==> src/hdl/gb3_pkg.sv <==
`timescale 1ns / 1ps
// ----------------------------------------------------------------------------
// gb3_pkg: shared types and constants of the 3x3 gaussian blur
// Pixel and window types, the request carried from the front to the back,
// register indexes and reset values of the frame size registers.
// ----------------------------------------------------------------------------
package gb3_pkg;

    // pixel and sum widths
    localparam int PIX_W        = 8;
    localparam int SUM_W        = 12;
    localparam int KERNEL_SHIFT = 4;

    // configuration port
    localparam int CFG_W     = 11;
    localparam int CFG_IDX_W = 2;
    localparam logic [CFG_IDX_W-1:0] REG_FRAME_WIDTH  = CFG_IDX_W'(0);
    localparam logic [CFG_IDX_W-1:0] REG_FRAME_HEIGHT = CFG_IDX_W'(1);

    // frame size limits and reset values
    localparam int MIN_DIM          = 3;
    localparam int BORDER           = 2;
    localparam int FRAME_WIDTH_RST  = 512;
    localparam int FRAME_HEIGHT_RST = 512;

    // request queue between front and back
    localparam int QDEPTH = 4;
    localparam int QPTR_W = 2;
    localparam int QLVL_W = 3;

    typedef logic [PIX_W-1:0] t_pixel;

    // one window column, top to bottom
    typedef struct packed {
        t_pixel top;
        t_pixel mid;
        t_pixel bot;
    } t_column;

    // one filter request: full window plus frame marks
    typedef struct packed {
        t_column left;
        t_column centre;
        t_column right;
        logic    line_end;
        logic    frame_end;
    } t_request;

endpackage

==> src/hdl/gb3_fifo.sv <==
`timescale 1ns / 1ps
// ----------------------------------------------------------------------------
// gb3_fifo: request queue between front and back
// Short register queue; the fill level goes back to the front for flow
// control.
// ----------------------------------------------------------------------------
module gb3_fifo (
    input  logic                      i_clk,
    input  logic                      i_rst_n,
    input  logic                      i_push,
    input  gb3_pkg::t_request         i_item,
    output logic [gb3_pkg::QLVL_W-1:0] o_level,
    output logic                      o_valid,
    input  logic                      i_pop,
    output gb3_pkg::t_request         o_item
);

    import gb3_pkg::*;

    t_request            r_mem [QDEPTH];
    logic [QPTR_W-1:0]   r_wr_ptr;
    logic [QPTR_W-1:0]   r_rd_ptr;
    logic [QLVL_W-1:0]   r_count;
    logic                w_pop;

    assign o_valid = (r_count != '0);
    assign w_pop   = i_pop & o_valid;
    assign o_item  = r_mem[r_rd_ptr];
    assign o_level = r_count;

    // pointers and fill level
    always_ff @(posedge i_clk) begin
        if (!i_rst_n) begin
            r_wr_ptr <= '0;
            r_rd_ptr <= '0;
            r_count  <= '0;
        end else begin
            if (i_push) begin
                r_wr_ptr <= r_wr_ptr + QPTR_W'(1);
            end
            if (w_pop) begin
                r_rd_ptr <= r_rd_ptr + QPTR_W'(1);
            end
            if (i_push && !w_pop) begin
                r_count <= r_count + QLVL_W'(1);
            end else if (!i_push && w_pop) begin
                r_count <= r_count - QLVL_W'(1);
            end
        end
    end

    // storage
    always_ff @(posedge i_clk) begin
        if (i_push) begin
            r_mem[r_wr_ptr] <= i_item;
        end
    end

    // the front must never push into a full queue
    a_no_overflow: assert property (@(posedge i_clk) disable iff (!i_rst_n)
        i_push |-> (r_count != QLVL_W'(QDEPTH)))
        else $error("request queue overflow");

endmodule

==> config.mk <==
export PLATFORM = sky130hd
export DESIGN_NAME = gb3_fifo
export DESIGN_NICKNAME = d
export VERILOG_FILES = /design/src/hdl/gb3_pkg.sv /design/src/hdl/gb3_fifo.sv
export SDC_FILE = /design/constraint.sdc
export NUM_CORES = 1
export LEC_CHECK = 0
export ABC_AREA = 1
export BUFFER_PORTS_ARGS = -buffer_cell sky130_fd_sc_hd__buf_2
export CAP_MARGIN = 30
export CORE_UTILIZATION = 30
export DETAILED_ROUTE_END_ITERATION = 12
export PLACE_DENSITY = 0.48
export SYNTH_ARGS = -nofsm -noshare
export SYNTH_HDL_FRONTEND = slang
export SYNTH_SLANG_ARGS = --single-unit
==> constraint.sdc <==
create_clock -name i_clk -period 5.76 [get_ports i_clk]
set_input_delay 1.152 -clock i_clk [delete_from_list [all_inputs] [get_ports i_clk]]
set_output_delay 1.152 -clock i_clk [all_outputs]
set_load 0.01 [all_outputs]
==> flow_summary.yaml <==
run_status:
  run_status: "completed"
synth:
  synth_most_common_cell: "edfxtp_1"
  synth_nets: 862
  seq_area_frac_synth_pct: 79.4
  netlist_area_sq_um: 11400
  yosysWarnings: 0
  ys.flop_type: "edfxtp_1"
  synth-edff-count: 296
  ys_ff_latch: 305
  synthTopCellsByCount: "296 x edfxtp_1, 154 x nor2_1, 97 x o21ai_0"
  synth_cell_types: 19
  yosys.area.top_type: "edfxtp_1"
  synth.area.top_cells: "edfxtp_1 78%, nor2_1 5.1%, o21ai_0 4.3%"
  synthCells: 778
  syn-mean-instance-area_sq_um: 14.7
  synth.top_cell.area_share_pct: 77.9
  synthArstFlopShare_pct: 0
grt:
  grt_max_degree: 87
  grt_pass1_wl_microns: 39200
  antenna_found_initial: 7
  grt_usage_pct: 13.4
  grt_pass1_vias: 6706
  grt_overflow: 0
clock_network:
  cts.repair.resized: 0
  h-tree-depth: 2
  cts_buffers: 36
  cts.clk_slew.worst_paths_ns: 0.05
  clk_path_buf_depth: 3
  clkSinkCount: 305
  cts_hold_buf: 0
  worstSkewPairLatency_ns: 0.50
  post-cts-setup-buffers: 0
  tritoncts: "yes"
  cts-root-buf: "clkbuf_16"
timing:
  finalClockSkew_ns: 0.0114
  finalCritPeriodShare_pct: 68.3
  layout_min_cycle_time_ns: 3.93
  slew_violations: 0
  finalHoldViolCount: 0
  worst_pin_slew_ns: 0.910
  finalSetupViolations: 0
  finalSetupTns_ns: 0
  clock.fmax_ghz: 0.254
  hold_ws_ns: 0.503
  rsz0062_at_grt: "false"
  maxSlewHeadroom_pct: 39.4
  finalWorstSetupSlack_ns: 1.83
routing:
  wl_per_cell_microns: 17.8
  vias: 6776
  first_pass_iters: 4
  drt-initial-drc-count: 262
  drt_wl_total_microns: 26300
  ant_nets: 0
  viasPerCell: 4.60
  drcViolationCount: 0
finish:
  final_area_sq_um: 13800
  instances_no_fill: 1473
  n_fill_cell: 3597
  nets: 1019
  drive_above_1_share_pct: 23.3
  final_util_pct: 36.8
  areaGrowthSynthToFinish_pct: 21.0
floorplan:
  coreArea_sq_um: 37600
  start_util_pct: 30.4
  num_rows: 71
  die_x_microns: 197
  die-area_sq_um: 38800
  die_y_microns: 197
  ioPinCount: 156
min_path:
  min_path_type: "reg2reg"
place:
  place_hpwl_microns: 14200
  placed_area_sq_um: 12700
  place_inst: 1408
  portBuffers: 155
  dp_slack_ns: 2.29
  gp_congestion: 0.679
job:
  drv_cap: 0
power_and_ir_drop:
  p_leak_nw: 4.81
  vdd_drop_max_mv: 0.192
  power.total_mw: 5.93
  powerDensity_nw_per_um2: 429
setup_path:
  worst-path-max-fanout: 77
  worst-setup-path-type: "reg2out"
  critPathArrivalTime_ns: 2.78
  endpoint_kind: "output pin"
  crit_required_ns: 4.61
  worstSetupStartpointType: "flip-flop"
## cells in the final DEF (no fill, tap or decap)
| cell | instances |
|---|---|
| inv_1 | 10 |
| dfxtp_4 | 1 |
| dfxtp_2 | 1 |
| fa_1 | 1 |
| clkinv_4 | 1 |
| clkinvlp_4 | 1 |
| diode_2 | 3 |
| nor2_1 | 154 |
| clkbuf_1 | 3 |
| nand2_1 | 15 |
| a21oi_1 | 5 |
| ha_1 | 5 |
| dfxtp_1 | 7 |
| buf_16 | 2 |
| buf_12 | 2 |
| xor2_1 | 1 |
| clkinv_1 | 11 |
| inv_2 | 1 |
| inv_4 | 1 |
| o21ai_0 | 97 |
| bufinv_16 | 3 |
| clkbuf_16 | 37 |
| nand3_1 | 3 |
| edfxtp_1 | 296 |
| o22ai_1 | 74 |
| buf_2 | 155 |
| buf_4 | 8 |
| o21ai_1 | 54 |
| clkinv_2 | 10 |
## final timing paths
| path | start | endpoint | slack, ns | depth (start not counted) |
|---|---|---|---|---|
| max | flip-flop | o_item[69] | 1.83 | 4 |
| min | r_rd_ptr[0]$_SDFFE_PN0P_ | r_rd_ptr[0]$_SDFFE_PN0P_ | 0.50 | 2 |
| max reg2reg | r_wr_ptr[0]$_SDFFE_PN0P_ | r_mem[2][35]$_DFFE_PP_ | 3.46 | 5 |
| min reg2reg | r_rd_ptr[0]$_SDFFE_PN0P_ | r_rd_ptr[0]$_SDFFE_PN0P_ | 0.50 | 2 |
## final cells by class
class                           instances  area (sq um)  share of cell area (%)
Antenna cell                            3          7.51                  0.0543
Clock buffer                           40           937                    6.78
Clock inverter                         22           178                    1.29
Inverter                               16          67.6                   0.489
Multi-Input combinational cell        409          1980                    14.4
Sequential cell                       305          9070                    65.7
Tap cell                              511           639                    4.63
Timing Repair Buffer                  167           931                    6.74
## logic make-up after synthesis
logic type / share of synthesized area [%]
AO/OA/AOI/OAI: 10.9
AND/OR/NAND/NOR: 5.69
XOR/XNOR: 0.0767
flip-flops: 79.4
buffers and inverters: 3.18
adder cells (fa/ha/maj): 0.723
## flip-flops by register name, indices dropped and copies added, names as in the netlist, named ones only
register	cells
r_mem	296
o_level	3
r_rd_ptr	2
r_wr_ptr	2
## power by group
part	switching [mW]	leakage, nW	internal, mW
sequential	0.0798	2.79	2.55
clock	0.846	0.547	1.30
combinational	0.761	1.47	0.396
## metal layers
metal / track usage [%] / routed length (microns) / vias to the layer above
met5: 0 / 39 / -
met4: 3.62 / 467 / 6
met3: 3.86 / 1520 / 40
met2: 21.6 / 12200 / 138
met1: 17.6 / 12000 / 3349
li1: - / - / 3243
## critical path, cell delays in order (launching register included)
cell and delay (ns):
dfxtp_4 0.83, buf_4 0.75, o21ai_0 0.20, o22ai_1 0.23
buf_2 0.16
No activity file was read; power rests on OpenSTA's default activity.
