**config.mk**
```make
export PLATFORM = sky130hd
export DESIGN_NAME = gb3_back
export DESIGN_NICKNAME = d
export VERILOG_FILES = /design/src/hdl/gb3_pkg.sv /design/src/hdl/gb3_back.sv
export SDC_FILE = /design/constraint.sdc
export NUM_CORES = 1
export LEC_CHECK = 0
export ABC_CLOCK_PERIOD_IN_PS = 15600
export BUFFER_PORTS_ARGS = -buffer_cell sky130_fd_sc_hd__buf_2
export CORE_MARGIN = 1.5
export CORE_UTILIZATION = 37
export DETAILED_ROUTE_END_ITERATION = 12
export PLACE_DENSITY_LB_ADDON = 0.2
export SYNTH_ARGS = -nofsm -noshare
export SYNTH_HDL_FRONTEND = slang
export SYNTH_SLANG_ARGS = --single-unit
```
**constraint.sdc**
```tcl
create_clock -name i_clk -period 15.6 [get_ports i_clk]
set_clock_uncertainty 0.2 [all_clocks]
set_input_delay 1.56 -clock i_clk [delete_from_list [all_inputs] [get_ports i_clk]]
set_output_delay 1.56 -clock i_clk [all_outputs]
set_load 0.1 [all_outputs]
```
**src/hdl/gb3_pkg.sv**
```systemverilog
`timescale 1ns / 1ps
// ----------------------------------------------------------------------------
// gb3_pkg: shared types and constants of the 3x3 gaussian blur
// Pixel and window types, the request carried from the front to the back,
// register indexes and reset values of the frame size registers.
// ----------------------------------------------------------------------------
package gb3_pkg;

    // pixel and sum widths
    localparam int PIX_W        = 8;
    localparam int SUM_W        = 12;
    localparam int KERNEL_SHIFT = 4;

    // configuration port
    localparam int CFG_W     = 11;
    localparam int CFG_IDX_W = 2;
    localparam logic [CFG_IDX_W-1:0] REG_FRAME_WIDTH  = CFG_IDX_W'(0);
    localparam logic [CFG_IDX_W-1:0] REG_FRAME_HEIGHT = CFG_IDX_W'(1);

    // frame size limits and reset values
    localparam int MIN_DIM          = 3;
    localparam int BORDER           = 2;
    localparam int FRAME_WIDTH_RST  = 512;
    localparam int FRAME_HEIGHT_RST = 512;

    // request queue between front and back
    localparam int QDEPTH = 4;
    localparam int QPTR_W = 2;
    localparam int QLVL_W = 3;

    typedef logic [PIX_W-1:0] t_pixel;

    // one window column, top to bottom
    typedef struct packed {
        t_pixel top;
        t_pixel mid;
        t_pixel bot;
    } t_column;

    // one filter request: full window plus frame marks
    typedef struct packed {
        t_column left;
        t_column centre;
        t_column right;
        logic    line_end;
        logic    frame_end;
    } t_request;

endpackage

```
**src/hdl/gb3_back.sv**
```systemverilog
`timescale 1ns / 1ps
// ----------------------------------------------------------------------------
// gb3_back: kernel sum and output register
// Applies the 1-2-1 / 2-4-2 / 1-2-1 kernel to a queued window, divides by
// sixteen and holds the result until the downstream side takes it.
// ----------------------------------------------------------------------------
module gb3_back (
    input  logic              i_clk,
    input  logic              i_rst_n,
    input  logic              i_q_valid,
    input  gb3_pkg::t_request i_q_item,
    output logic              o_q_pop,
    output logic              o_out_valid,
    input  logic              i_out_stall,
    output gb3_pkg::t_pixel   o_filtered_pixel,
    output logic              o_line_end,
    output logic              o_frame_end
);

    import gb3_pkg::*;

    logic             r_out_valid;
    t_pixel           r_pixel;
    logic             r_line_end;
    logic             r_frame_end;
    logic             w_room;
    logic [SUM_W-1:0] w_corner;
    logic [SUM_W-1:0] w_edge;
    logic [SUM_W-1:0] w_sum;

    // output register frees when empty or being taken
    assign w_room  = ~r_out_valid | ~i_out_stall;
    assign o_q_pop = i_q_valid & w_room;

    // kernel: corners x1, edges x2, centre x4
    assign w_corner = SUM_W'(i_q_item.left.top)  + SUM_W'(i_q_item.left.bot)
                    + SUM_W'(i_q_item.right.top) + SUM_W'(i_q_item.right.bot);
    assign w_edge   = SUM_W'(i_q_item.left.mid)  + SUM_W'(i_q_item.right.mid)
                    + SUM_W'(i_q_item.centre.top) + SUM_W'(i_q_item.centre.bot);
    assign w_sum    = w_corner + (w_edge << 1) + (SUM_W'(i_q_item.centre.mid) << 2);

    // output valid
    always_ff @(posedge i_clk) begin
        if (!i_rst_n) begin
            r_out_valid <= 1'b0;
        end else if (w_room) begin
            r_out_valid <= i_q_valid;
        end
    end

    // output payload
    always_ff @(posedge i_clk) begin
        if (o_q_pop) begin
            r_pixel     <= w_sum[KERNEL_SHIFT +: PIX_W];
            r_line_end  <= i_q_item.line_end;
            r_frame_end <= i_q_item.frame_end;
        end
    end

    assign o_out_valid      = r_out_valid;
    assign o_filtered_pixel = r_pixel;
    assign o_line_end       = r_line_end;
    assign o_frame_end      = r_frame_end;

    // a request taken from the queue shows up at the output next cycle
    a_pop_shows: assert property (@(posedge i_clk) disable iff (!i_rst_n)
        o_q_pop |=> r_out_valid)
        else $error("popped request lost");

endmodule

```
==> impl_metrics.toml, run 1 <==
[status]
status = "completed"

[synth]
yosys_warnings = 0
synth_top_family_by_area = "adder cells"
synthArstFlopShare_pct = 0
synth.distinct_cells = 30
yosys.area_share.adder_pct = 53.25
ys_ff_latch = 11
synth_area_sq_mm = 0.002232
synth_ff_type = "edfxtp_1"
yosysSeqAreaShare_pct = 14.35
avgSynthCellArea_sq_um = 9.877
yosys.area_share.xor_xnor_pct = 4.709
synth-edff-count = 10
synth_nets = 372
netlist_instances = 226
synthSimpleGateAreaFrac_pct = 5.717
synth_compound_area_share_pct = 7.511
muxShareOfSynthArea_pct = 0

[sta]
tns_ns = 0
fin_crit_sh_pct = 45.30
clock.fmax_mhz = 141.5
drv_slew = 0
maxSlewHeadroom_pct = 34.49
final_hold_viol_count = 0
worst_pin_slew_ns = 0.9806
setup_viol = 0
rsz0062_at_grt = "no"
period_needed_ns = 7.067

[route]
dr.pass1.iters = 4
num_vias = 1741
drtIter0Drc = 50
finalWirelength_mm = 3.972
wl_per_cell_um = 10.08
via_per_inst = 4.419
drcViolationCount = 0
ant_nets = 0

[clock_network]
cts_resized = 0
holdBufCountCts = 0
clk_pin_slew_ns = 0.05
cts_setup_buffers = 0
clock_latency_ns = 0.24
cts_tree = "built"
cts_max_path_buffers = 2
cts-root-buf = "clkbuf_8"
h-tree-depth = 1
clock-sinks = 11
cts_buffers = 3

[min_path]
worstHoldEndpoint = "o_out_valid"
min_path_cells = 2
min_from = "o_out_valid"
hold_path_class = "flop to flop"

[finish]
drive_gt1_share_pct = 29.47
finalNetCount = 466
n_fill_cell = 588
multi_input_area_sq_mm = 0.001589
diodes = 0
seqCellArea_sq_um = 320.3
area_growth_pct = 26.18

[grt]
antenna_found_initial = 0
grt_max_degree = 12
grt_pass1_vias = 1640
overflow = 0
grt_first_pass_wirelength_mm = 6.630
track_usage_pct = 12.92

[critical_path]
timing.rr.end = "o_filtered_pixel[3]"
cp.required_ns = 15.38
timing.rr.start = "o_out_valid"
ff2ff_setup_slack_ns = 13.95
arrival_ns = 6.84
cp-end-kind = "flop"
cp-start-kind = "input port"
worstSetupPathType = "input port to flop"
crit_fanout = 5
r2r_cells = 1

[job]
maxCapViolCount = 0

[place]
io_buffer_count = 89
gp_congestion = 0.7720
dp_hpwl_mm = 3.719

[floorplanning]
dieHeight_um = 80.67
rows = 28
pin_count = 90
fp.dieW_um = 80.67
initial_core_util_pct = 37.93
dieArea_sq_mm = 0.006508
coreArea_sq_mm = 0.005886
## placed cells by master, fill, tap and decap left out, types with 2 or more instances in the layout
cell type  instances
a31oi_1            2
xor2_1             8
o21ai_0            4
nand4_1            2
nor3_1             3
buf_2             89
nand2_1            2
inv_1             86
a21oi_1            7
and3_1             2
edfxtp_1          10
clkbuf_8           3
ha_1              23
fa_1              45
a211oi_1           2
nor2b_1            3
xnor2_1            4
nor2_1             8
## cell type report
type	instances	share of cell area (%)
clock buffer	4	1.599
inverter	86	11.46
multi-input combinational	129	56.42
sequential	11	11.37
tap	75	3.332
timing repair buffer	89	15.82
## state kept, by name (all words and copies together), names as in the netlist
register          count
o_frame_end           1
o_filtered_pixel      8
o_out_valid           1
o_line_end            1
## cells in the mapped netlist (all sizes together), types with 2 or more instances
| master | instances | area share, % |
|---|---|---|
| a21oi | 7 | 1.6 |
| xnor2 | 4 | 1.6 |
| a21boi | 2 | 0.67 |
| and3 | 2 | 0.56 |
| a31oi | 2 | 0.56 |
| fa | 45 | 40 |
| edfxtp | 10 | 13 |
| nor3 | 3 | 0.67 |
| nand4 | 2 | 0.56 |
| nor2b | 3 | 0.84 |
| a211oi | 2 | 0.67 |
| nor2 | 8 | 1.3 |
| nand2 | 2 | 0.34 |
| xor2 | 8 | 3.1 |
| ha | 23 | 13 |
| o21ai | 4 | 0.90 |
| inv | 86 | 14 |
## metal layers
| layer | vias up | part of all wire, % | global-route usage (%) | routed length (um) |
|---|---|---|---|---|
| met5 | - | 0 | 0 | 0 |
| met3 | 4 | 6.5 | 2.045 | 257 |
| met1 | 810 | 44 | 16.75 | 1760 |
| met4 | 0 | 0.93 | 2.759 | 37 |
| met2 | 60 | 48 | 22.61 | 1917 |
| li1 | 867 | - | - | - |
## through the flow
stage               hold slack, ns  cells  instance area (sq um)  utilization (%)  setup slack (ns)
detailed placement          0.3441    390                   2771            47.09             8.272
floorplan                   0.7781    226                   2232                -             8.635
global route                0.4159    394                   2816            47.85             8.242
finish                      0.3531    394                   2816            47.85             8.533
CTS                         0.3511    394                   2816            47.85             8.515
global placement            0.3102    390                   2771            47.09             8.361
## critical path, stage by stage
cell and delay [ns]:
buf_2 0.07, inv_1 0.04, fa_1 0.49, fa_1 0.57
inv_1 0.06, ha_1 0.28, a21o_1 0.19, a21oi_1 0.19
xor2_1 0.19, fa_1 0.45, fa_1 0.47, fa_1 0.54
inv_1 0.04, ha_1 0.33, and4_1 0.17, a221o_1 0.40
or4_1 0.50, a31oi_1 0.20, xor2_1 0.09
## kinds of logic after synthesis
| logic type | after synthesis |
|---|---|
| buffers and inverters | 86 |
| adders and majority gates | 68 |
| AOI/OAI and AO/OA | 25 |
| and+or+nand+nor | 24 |
| xor gates and xnor gates | 12 |
| DFF | 11 |
## worst max path at each step
stage	endpoint	from	cells past startpoint
floorplan	o_filtered_pixel[7]	i_q_item[12]	18
global placement	o_filtered_pixel[7]	i_q_item[12]	19
detailed placement	o_filtered_pixel[7]	i_q_item[12]	19
CTS	o_filtered_pixel[7]	i_q_item[12]	19
global route	o_filtered_pixel[7]	i_q_item[15]	21
finish	o_filtered_pixel[7]	i_q_item[12]	19
Power of run 1 is left out: the tool's default activity adds up to more than one toggle a clock period on the data nets, which glitch-free logic cannot reach.
==> inputs of run 2 (changes only) <==
- ABC_CLOCK_PERIOD_IN_PS: 15600 -> 6100
- clock period: 15.6 -> 6.1 ns (I/O delays scaled with it)
==> run 2 against run 1 <==
  * Register-to-register slack got worse by 9.5 ns
  * Setup slack got worse by 8.3 ns
  * Wire length decreased by 0.58%
  * Non-clock buffer count is 17 higher
  * Cell area is 5.4% higher
  * Via count grew 3.8%
  * Sequential share of layout area down 0.58 points
  * Global-route usage up 0.20 points
  * Die area is the same
  * Utilization rose by 2.6 points
  * Largest cell class unchanged
==> impl_metrics.toml, run 2 (same netlist as run 1, synthesis figures left out) <==
[min_path]
min_path_cells = 2
hold_path_class = "flop to flop"
worstHoldEndpoint = "o_out_valid"
min_from = "o_out_valid"

[grt]
grt_pass1_vias = 1671
antenna_found_initial = 0
overflow = 0
grt_first_pass_wirelength_mm = 6.762
track_usage_pct = 13.12
grt_max_degree = 12

[sta]
drv_slew = 0
clock.fmax_mhz = 170.7
setup_viol = 0
fin_crit_sh_pct = 96.04
maxSlewHeadroom_pct = 36.13
rsz0062_at_grt = "no"
period_needed_ns = 5.859
worst_pin_slew_ns = 0.9560
final_hold_viol_count = 0

[clock_network]
clk_pin_slew_ns = 0.05
cts_resized = 0
h-tree-depth = 1
cts-root-buf = "clkbuf_8"
holdBufCountCts = 0
cts_tree = "built"
clock_latency_ns = 0.23
cts_buffers = 3
cts_max_path_buffers = 2
cts_setup_buffers = 0
clock-sinks = 11

[floorplanning]
fp.dieW_um = 80.67
pin_count = 90
dieHeight_um = 80.67
dieArea_sq_mm = 0.006508
coreArea_sq_mm = 0.005886
initial_core_util_pct = 37.93
rows = 28

[finish]
mostFrequentLayoutCell = "buf_2"
final_cell_mix = "89 x buf_2, 86 x inv_1, 43 x fa_1"
largest_reg_flops = 8
finalNetCount = 483
fin_util_pct = 50.43
area_growth_pct = 32.96
drive_gt1_share_pct = 34.82
n_fill_cell = 553
diodes = 0

[critical_path]
timing.rr.end = "o_filtered_pixel[5]"
arrival_ns = 5.64
cp.required_ns = 5.88
timing.rr.start = "o_out_valid"
r2r_cells = 1
cp-start-kind = "input port"
cp-end-kind = "flop"
worstSetupPathType = "input port to flop"
ff2ff_setup_slack_ns = 4.48
crit_fanout = 3

[route]
wl_per_cell_um = 9.608
ant_nets = 0
drtIter0Drc = 64
via_per_inst = 4.397
drcViolationCount = 0
dr.pass1.iters = 4
num_vias = 1807
finalWirelength_mm = 3.949

[place]
gp_congestion = 0.7766
io_buffer_count = 89
dp_hpwl_mm = 3.717

[job]
maxCapViolCount = 0

[status]
status = "completed"
run 2: through the flow:
step,cell area (sq um),setup slack (ns),cells,setup TNS [ns],hold WS [ns]
3_3_place_gp,2899,-0.06699,407,-0.06699,0.3064
5_1_grt,2968,0.01294,411,0,0.3480
3_5_place_dp,2899,-0.1026,407,-0.1130,0.3310
2_1_floorplan,2232,0.08504,226,0,0.5089
4_1_cts,2944,0.1412,411,0,0.3401
6_report,2968,0.2413,411,0,0.3450
run 2: critical path: stages:
cell     delay (ns)
buf_2          0.07
inv_1          0.04
fa_1           0.49
fa_1           0.53
inv_1          0.05
ha_1           0.28
a21o_1         0.18
a21oi_2        0.15
xor2_1         0.20
fa_1           0.45
fa_1           0.47
fa_1           0.54
inv_1          0.04
ha_1           0.31
buf_4          0.15
a221o_1        0.35
or4_4          0.49
a31oi_2        0.15
xor2_1         0.08
run 2: worst max path at each step:
stage	endpoint	start	slack (ns)	depth (start not counted)
final	o_filtered_pixel[7]	i_q_item[12]	0.24	19
after floorplan	o_filtered_pixel[7]	i_q_item[12]	0.09	18
after detailed placement	o_filtered_pixel[7]	i_q_item[11]	-0.10	19
after CTS	o_filtered_pixel[7]	i_q_item[11]	0.14	24
after global placement	o_filtered_pixel[7]	i_q_item[11]	-0.07	19
after global routing	o_filtered_pixel[7]	i_q_item[11]	0.01	19
run 2: per-layer routing:
layer,part of all wire [%],vias to the layer above,wire [um],track usage [%]
met2,49,56,1941,22.86
met4,0.38,0,15,1.552
met1,43,850,1705,17.40
li1,-,899,-,-
met5,0,-,0,0
met3,7.3,2,287,2.386
run 2: area by class of cell:
cell class                 instances  area, sq um  share of cell area [%]
clock buffer                       4        45.04                   1.518
multi-input combinational        129         1613                   54.34
sequential                        11        320.3                   10.79
timing repair buffer             106        573.1                   19.31
inverter                          86        322.8                   10.88
tap                               75        93.84                   3.162
Power of run 2 is left out for the same reason.
==> inputs of run 3 (changes only) <==
- CORE_ASPECT_RATIO: unset -> 0.6
- SETUP_SLACK_MARGIN: unset -> 0.02
==> run 3 against run 2 <==
  * Utilization up 2.3 points
  * Via count shrank 1.9%
  * Fmax is 0.77% lower
  * Die area up 0.24%
  * Global-route usage fell by 0.061 points
  * Flip-flop and latch count stayed put
  * First-iteration DRC count decreased by 45%
==> impl_metrics.toml, run 3 (same netlist as run 1, synthesis figures left out) <==
[status]
status = "completed"

[critical_path]
critPathBufInv = 5
arrival_ns = 5.68
cp-end-kind = "flop"
worstSetupPathType = "input port to flop"
cp.required_ns = 5.88
max_stage_delay_ns = 0.55
critPathMostFrequentCell = "fa_1"
slowest_stage = "fa_1"
cp-start-kind = "input port"
crit_fanout = 3
worstPathCellList = "buf_2 -> inv_1 -> fa_1 -> fa_1 -> inv_1 -> ha_2 -> inv_1 -> fa_2 -> xor2_2 -> fa_1 -> fa_1 -> fa_1 -> inv_1 -> ha_4 -> and4_1 -> a221o_1 -> or4_1 -> a31oi_1 -> xor2_1"
cp_top_family = "adder cells"

[route]
num_vias = 1773
finalWirelength_mm = 4.137
via_per_inst = 4.252
dr.pass1.iters = 4
wl_per_cell_um = 9.921
drcViolationCount = 0
drtIter0Drc = 35
ant_nets = 0

[sta]
final_hold_viol_count = 0
fin_crit_sh_pct = 96.79
drv_slew = 0
hold_ws_ns = 0.3335
clock.fmax_mhz = 169.4
period_needed_ns = 5.904
rsz0062_at_grt = "no"
setup_viol = 0
maxSlewHeadroom_pct = 67.28
worst_pin_slew_ns = 0.4941

[finish]
drive_gt1_share_pct = 35.61
multi_input_area_sq_mm = 0.001639
seqCellArea_sq_um = 320.3
n_fill_cell = 554
area_growth_pct = 34.75
finalNetCount = 484
mostFrequentLayoutCell = "buf_2"
largest_reg_flops = 8
fin_util_pct = 52.75
final_cell_mix = "89 x buf_2, 86 x inv_1, 44 x fa_1"
diodes = 0
instances_no_fill = 417

[grt]
antenna_found_initial = 0
grt-busiest-layer = "met2"
track_usage_pct = 13.06
grtUsageMet3_pct = 3.996
overflow = 0
grt_pass1_vias = 1715
met1_usage_pct = 18.52
grt_max_degree = 12
grt_first_pass_wirelength_mm = 6.762
use_met2_pct = 20.23

[job]
maxCapViolCount = 0

[clock_network]
cts-root-buf = "clkbuf_8"
holdBufCountCts = 0
cts_tree = "built"
cts_buffers = 3
clock_latency_ns = 0.23
cts_max_path_buffers = 2
h-tree-depth = 1
clock-sinks = 11
clk_pin_slew_ns = 0.05

[floorplanning]
coreArea_sq_mm = 0.005702
dieArea_sq_mm = 0.006523
fp.dieW_um = 103.3
pin_count = 90
dieHeight_um = 63.17
rows = 21
initial_core_util_pct = 39.15

[place]
dp_hpwl_mm = 3.868
dp.cells = 412
gp_congestion = 0.7839
io_buffer_count = 89

[min_path]
hold_path_class = "flop to flop"
==> run 3: cell types whose count changed in the layout (fill, tap and decap cells not counted), sizes merged <==
cell and change:
buf +1
==> run 3: worst reg2reg max path, stage by stage, from the launching register on <==
cell      delay [ns]
dfxtp_1         0.31
a21boi_1        0.12
buf_4           0.21
==> run 3: metrics by stage <==
stage                     TNS (ns)  setup slack [ns]  instance area (sq um)
after CTS                        0           0.05630                   2950
after global placement    -0.07510          -0.07510                   2905
after global routing             0           0.01888                   3008
final                            0            0.1959                   3008
after floorplan                  0           0.08504                   2232
after detailed placement   -0.2050           -0.1793                   2905
==> run 3: timing repair <==
item                                    4_1_cts  5_1_grt
gates resized for setup                       0       11
buffers inserted                              0        1
endpoints found under the setup margin        0        3
==> run 3: area by class of cell <==
cell class	count	share of cell area, %
Clock buffer	4	1.498
Inverter	86	10.73
Multi-Input combinational cell	129	54.49
Sequential cell	11	10.65
Tap cell	80	3.328
Timing Repair Buffer	107	19.30
==> run 3: path summary, 6_finish.rpt <==
check                     from                   to  slack [ns]  depth (start not counted)
hold / removal     o_out_valid          o_out_valid        0.33                          2
hold reg to reg    o_out_valid          o_out_valid        0.33                          2
setup / recovery  i_q_item[43]  o_filtered_pixel[7]        0.20                         19
setup reg to reg   o_out_valid  o_filtered_pixel[6]        4.96                          2
==> run 3: per-layer routing <==
metal	vias to the layer above	routed length, um
met1	811	1996
met4	0	14
met2	58	1798
met3	2	327
li1	902	-
met5	-	0
Power of run 3 is left out for the same reason.
